$ cat src/rtl/swrm_pkg.sv
// Shared types and constants of the sliding window rate meter.
`default_nettype none

package swrm_pkg;

    localparam int WINDOW_DEPTH = 512;
    localparam int PTR_W = $clog2(WINDOW_DEPTH);
    localparam int CNT_W = $clog2(WINDOW_DEPTH + 1);
    localparam int SUM_W = 32 + PTR_W;
    localparam int NUM_W = SUM_W + 10;
    localparam int DIV_CNT_W = $clog2(NUM_W);

    localparam logic [31:0] WINDOW_MS_RESET = 32'd40000;
    localparam logic [8:0] MIN_COUNT_RESET = 9'd10;

    localparam logic [0:0] REG_WINDOW_MS = 1'b0;
    localparam logic [0:0] REG_MIN_COUNT = 1'b1;

    localparam logic MODE_ADD = 1'b0;
    localparam logic MODE_CLEAR = 1'b1;

    typedef struct packed {
        logic [31:0] stamp;
        logic [31:0] bytes;
    } entry_t;

    typedef struct packed {
        logic done;
        logic saturated;
    } div_status_t;

    typedef enum logic [3:0] {
        S_IDLE,
        S_FULL_RD,
        S_FULL_DROP,
        S_APPEND,
        S_EV_RD,
        S_EV_CHK,
        S_MUL1,
        S_MUL2,
        S_DIV_GO,
        S_DIV_WAIT,
        S_FINISH
    } state_t;

endpackage

`default_nettype wire

$ cat src/rtl/swrm_div.sv
// Bit-serial restoring divider: one quotient bit per cycle.
`default_nettype none

module swrm_div
    import swrm_pkg::*;
(
    input  wire logic             clk,
    input  wire logic             rst_n,
    input  wire logic             start,
    input  wire logic [NUM_W-1:0] dividend,
    input  wire logic [31:0]      divisor,
    output logic [31:0]           quotient,
    output div_status_t           status
);

    logic                 busy_reg, busy_next;
    logic                 done_reg, done_next;
    logic [DIV_CNT_W-1:0] cnt_reg, cnt_next;
    logic [NUM_W-1:0]     quo_reg, quo_next;
    logic [31:0]          rem_reg, rem_next;
    logic [31:0]          dsr_reg, dsr_next;
    logic [33:0]          trial;
    logic                 fits;

    // Trial subtract of the divisor from the remainder with the next dividend bit shifted in
    assign trial = {1'b0, rem_reg, quo_reg[NUM_W-1]} - {2'b00, dsr_reg};
    assign fits  = ~trial[33];

    always_comb
    begin
        busy_next = busy_reg;
        done_next = 1'b0;
        cnt_next  = cnt_reg;
        quo_next  = quo_reg;
        rem_next  = rem_reg;
        dsr_next  = dsr_reg;
        if (start)
        begin
            busy_next = 1'b1;
            cnt_next  = '0;
            quo_next  = dividend;
            rem_next  = '0;
            dsr_next  = divisor;
        end
        else if (busy_reg)
        begin
            quo_next = {quo_reg[NUM_W-2:0], fits};
            rem_next = fits ? trial[31:0] : {rem_reg[30:0], quo_reg[NUM_W-1]};
            cnt_next = cnt_reg + 1'b1;
            if (cnt_reg == DIV_CNT_W'(NUM_W - 1))
            begin
                busy_next = 1'b0;
                done_next = 1'b1;
            end
        end
    end

    always_ff @(posedge clk or negedge rst_n)
    begin
        if (!rst_n)
        begin
            busy_reg <= 1'b0;
            done_reg <= 1'b0;
            cnt_reg  <= '0;
        end
        else
        begin
            busy_reg <= busy_next;
            done_reg <= done_next;
            cnt_reg  <= cnt_next;
        end
    end

    always_ff @(posedge clk)
    begin
        quo_reg <= quo_next;
        rem_reg <= rem_next;
        dsr_reg <= dsr_next;
    end

    assign quotient         = quo_reg[31:0];
    assign status.done      = done_reg;
    assign status.saturated = |quo_reg[NUM_W-1:32];

endmodule

`default_nettype wire

$ cat config.mk
export PLATFORM = sky130hd
export DESIGN_NAME = swrm_div
export DESIGN_NICKNAME = d
export VERILOG_FILES = /design/src/rtl/swrm_pkg.sv /design/src/rtl/swrm_div.sv
export SDC_FILE = /design/constraint.sdc
export NUM_CORES = 1
export LEC_CHECK = 0
export ABC_AREA = 0
export BUFFER_PORTS_ARGS = -buffer_cell sky130_fd_sc_hd__buf_2
export CORE_MARGIN = 5
export CORE_UTILIZATION = 25
export DETAILED_ROUTE_END_ITERATION = 8
export PLACE_DENSITY_LB_ADDON = 0.25
export SYNTH_ARGS = -nofsm -noshare
export SYNTH_HDL_FRONTEND = slang
export SYNTH_SLANG_ARGS = --single-unit
$ cat constraint.sdc
create_clock -name clk -period 2.8 [get_ports clk]
set_clock_uncertainty 0.1 [all_clocks]
set_input_delay 0.28 -clock clk [delete_from_list [all_inputs] [get_ports clk]]
set_output_delay 0.28 -clock clk [all_outputs]
set_load 0.005 [all_outputs]
==> impl_summary.log <==
[metrics] power consumption: 7958 uW
[metrics] number of DRC violations after detailed routing: 0
[metrics] routed length per instance: 14.73 um
[metrics] number of nets at the end of the flow: 933
[metrics] Synth Register Bits: 123
[metrics] result of the run: finished, violations left
[metrics] met1 track demand over resource in global routing: 14.97%
[metrics] chain of cells forming the critical path: inv_1 -> ha_1 -> nor2b_2 -> o211ai_1 -> a21oi_2 -> o22a_2 -> a31o_4 -> a221o_1 -> buf_12 -> buf_8 -> mux2i_1 -> o21ai_1
[metrics] Reg clk slew, reported paths: 70 ps
[metrics] global placer's final weighted congestion: 0.7882
[metrics] synth warn: 0
[metrics] Startpoint Class: register
[metrics] GRT Max-Usage Layer: met2
[metrics] Fillers: 2,753
[metrics] areal power density over the cells: 866.5 nW/um^2
[metrics] Tot GR Track Use: 11.35%
[metrics] via total after detailed routing: 5,230
[metrics] via density per instance: 4.369
[metrics] maximum net fanout on the critical path: 8
[metrics] number of buffers inserted by port buffering: 119
[metrics] met2 usage in global routing: 18.59%
[metrics] floorplan die area: 31,040 sq um
[metrics] CTS tree: yes
[metrics] actual slew at the worst max-slew pin: 444.7 ps
[metrics] first-pass iteration count of the detailed router: 4
[metrics] post-detailed-routing wire length: 17.63 mm
[metrics] die extent in x: 176.2 um
[metrics] Final Hold Fails: 0
[metrics] cell accounting for the most synthesized area: sky130_fd_sc_hd__edfxtp_1
[metrics] list of most frequent post-synthesis cells: sky130_fd_sc_hd__edfxtp_1, sky130_fd_sc_hd__mux2_2, sky130_fd_sc_hd__nand2_1, sky130_fd_sc_hd__inv_1, sky130_fd_sc_hd__nor2_1
[metrics] antenna violations before repair: 0
[metrics] dominant cell by count in the synthesized netlist: sky130_fd_sc_hd__edfxtp_1
[metrics] top cell type's share of synthesized area: 36.09%
[metrics] count of routing violations after the opening detailed-route iteration: 262
[metrics] path class of the lowest-slack min-delay path: primary input to register
[metrics] CP arrival: 3100 ps
[metrics] Syn Area/Cell: 10.86 sq um
[metrics] IO Pins: 120
[metrics] biggest area contributors in the synthesized netlist: sky130_fd_sc_hd__edfxtp_1, sky130_fd_sc_hd__dfxtp_1, sky130_fd_sc_hd__mux2_2, sky130_fd_sc_hd__ha_1, sky130_fd_sc_hd__buf_4
[metrics] DP HPWL: 12.32 mm
[metrics] floorplan core area: 27,100 sq um
[metrics] pin count of the biggest net entering global routing: 61
[metrics] total standard cell area after synthesis: 6905 sq um
[metrics] Synth cell types: 66
[metrics] largest buffer count on any clock path: 2
[metrics] Leakage: 0.003846 uW
[metrics] cell type group with the largest total delay on the critical path: compound AO/OA/AOI/OAI gates
[metrics] IR Drop Worst-Case VDD: 0.3181 mV
[metrics] number of buffer and inverter stages on the critical path: 3
[metrics] period utilization: 104.0%
[metrics] library cell used as clock root buffer: sky130_fd_sc_hd__clkbuf_16
[metrics] clock buffer count from CTS: 17
[metrics] number of nets in the synthesized netlist: 757
[metrics] number of sinks driven by the clock tree: 123
[metrics] unrepaired setup endpoints after global routing: yes
[metrics] most used flip-flop cell after synthesis: sky130_fd_sc_hd__edfxtp_1
[metrics] Post-Syn Instances: 636
[metrics] initial core utilization: 25.48%
[metrics] final setup slack of the worst path: -112.9 ps
[metrics] max_cap viols: 0
[metrics] Fmax achieved: 0.3433 GHz
[metrics] endpoint class of the critical path: register
[metrics] Finish-stage setup viols: 21
[metrics] layout cells sized above 1: 37.21%
[metrics] number of global-route vias before repair: 5,413
[metrics] Async S/R FF share, synth: 6.504%
[metrics] WS Path Type: register to register
[metrics] Seq. cell area: 3333 sq um
[metrics] overall die height: 176.2 um
[metrics] post-layout utilization of the core: 33.89%
[metrics] Period minus WS final: 2913 ps
[metrics] clock latency of the later-clocked register in the worst-skew pair: 410 ps
[metrics] remaining global-route overflow: 0
[metrics] required time of the critical path: 2980 ps
[metrics] maximum level of the CTS H-tree: 4
[metrics] crit path max-delay cell type: sky130_fd_sc_hd__a221o_1
[metrics] remaining antenna violation count after routing: 0
[metrics] violations in the final reports: setup timing
[metrics] area used by multi-input combinational logic: 3183 sq um
[metrics] Rows: 60
[metrics] antenna diode count: 0
[metrics] max-slew violation total from the final report: 0
[metrics] first-pass GRT wire length: 28.24 mm
[metrics] sequential element share of the synthesized area: 48.27%
[metrics] M3 GR Usage: 2.420%
[metrics] area delta synth->final: 33.00%
[metrics] flip-flop count of the largest register, all copies and words added: 51
[metrics] EDFF count, synth: 83
[metrics] Rel. slew slack: 69.58%
[metrics] minimum setup slack among reg-to-reg paths: -110 ps
[metrics] largest stage delay on the critical path: 380 ps
-- kinds of logic (layout without fill, tap and decap cells) --
group           count (synthesis)  after routing  synth area share [%]
simple gates                  147            147                 10.00
mux                            59             59                 9.494
xor+xnor                       27             27                 3.424
fa+ha+maj                      35             35                 6.450
compound gates                143            143                 14.60
buf+inv                       102            291                 7.755
flops                         123            123                 48.27
-- through the flow --
stage                     instance area, sq um  hold WS (ps)  setup WS (ps)  setup TNS [ps]  cells
after floorplan                           6934        -115.6          6.893               0    636
after global placement                    7976         43.10         -222.7          -474.3   1111
after detailed placement                  7976         42.72         -302.4          -746.2   1111
after CTS                                 9071         32.48         -270.7           -1233   1185
after global routing                      9184         39.43         -310.7           -5970   1197
final                                     9184         60.53         -112.9           -1156   1197
-- where the power goes --
group | internal [uW] | total, uW | switching [uW]
Clock | 1180 | 2130 | 951
Sequential | 2270 | 2480 | 212
Combinational | 1680 | 3350 | 1670
-- final cells by class --
class / count / area share (%)
well taps: 372 / 5.068
clock inverters: 15 / 1.499
clock buffers: 17 / 4.632
inverters: 45 / 1.839
repair buffers: 214 / 16.01
multi-input cells: 411 / 34.66
flip-flops and latches: 123 / 36.29
-- timing repair --
action / CTS / global route
pin swaps: 26 / 7
gates cloned: 0 / 2
buffers inserted: 9 / 10
endpoints found under the hold margin: 40 / 0
hold buffers: 33 / 0
resized for setup: 32 / 7
setup endpoints to repair: 14 / 33
-- cells in the final DEF (no fill, tap or decap), types with 8 or more instances in the layout --
cell	count
sky130_fd_sc_hd__xnor2_1	17
sky130_fd_sc_hd__mux2_2	51
sky130_fd_sc_hd__buf_4	52
sky130_fd_sc_hd__dlygate4sd3_1	33
sky130_fd_sc_hd__clkbuf_16	17
sky130_fd_sc_hd__inv_1	42
sky130_fd_sc_hd__inv_6	8
sky130_fd_sc_hd__a311oi_1	10
sky130_fd_sc_hd__buf_2	118
sky130_fd_sc_hd__nor2_1	40
sky130_fd_sc_hd__dfrtp_1	8
sky130_fd_sc_hd__a21o_1	14
sky130_fd_sc_hd__dfxtp_1	32
sky130_fd_sc_hd__a21oi_1	29
sky130_fd_sc_hd__o21ai_1	12
sky130_fd_sc_hd__ha_1	32
sky130_fd_sc_hd__xor2_1	10
sky130_fd_sc_hd__edfxtp_1	83
sky130_fd_sc_hd__nand2_1	48
sky130_fd_sc_hd__o21ai_0	16
-- worst register-to-register path, cell delays in order, from the launching register on --
cell and delay [ps]:
sky130_fd_sc_hd__edfxtp_1 360, sky130_fd_sc_hd__inv_1 110, sky130_fd_sc_hd__ha_1 230, sky130_fd_sc_hd__nor2b_2 160, sky130_fd_sc_hd__o211ai_1 280, sky130_fd_sc_hd__a21oi_2 110, sky130_fd_sc_hd__o22a_2 240, sky130_fd_sc_hd__a31o_4 250
sky130_fd_sc_hd__a221o_1 380, sky130_fd_sc_hd__buf_12 170, sky130_fd_sc_hd__buf_8 140, sky130_fd_sc_hd__mux2i_1 200, sky130_fd_sc_hd__o21ai_1 70
-- routing by layer --
layer	vias to the layer above	routed length, um
li1	2649	-
met1	2483	8379
met2	84	8483
met3	14	500
met4	0	265
met5	-	0
-- worst paths after layout --
kind | startpoint | end | cells after the start
max | dsr_reg[1]$_DFFE_PP_ | rem_reg[25]$_SDFFE_PP0P_ | 12
min | dividend[26] | quo_reg[26]$_DFFE_PP_ | 2
max reg2reg | dsr_reg[1]$_DFFE_PP_ | rem_reg[25]$_SDFFE_PP0P_ | 12
min reg2reg | rem_reg[31]$_SDFFE_PP0P_ | rem_reg[31]$_SDFFE_PP0P_ | 2
max in group asynchronous | rst_n | cnt_reg[5]$_DFFE_PN0P_ | 2
min in group asynchronous | rst_n | cnt_reg[2]$_DFFE_PN0P_ | 2
Note: power is estimated with default switching activity, not from simulation.
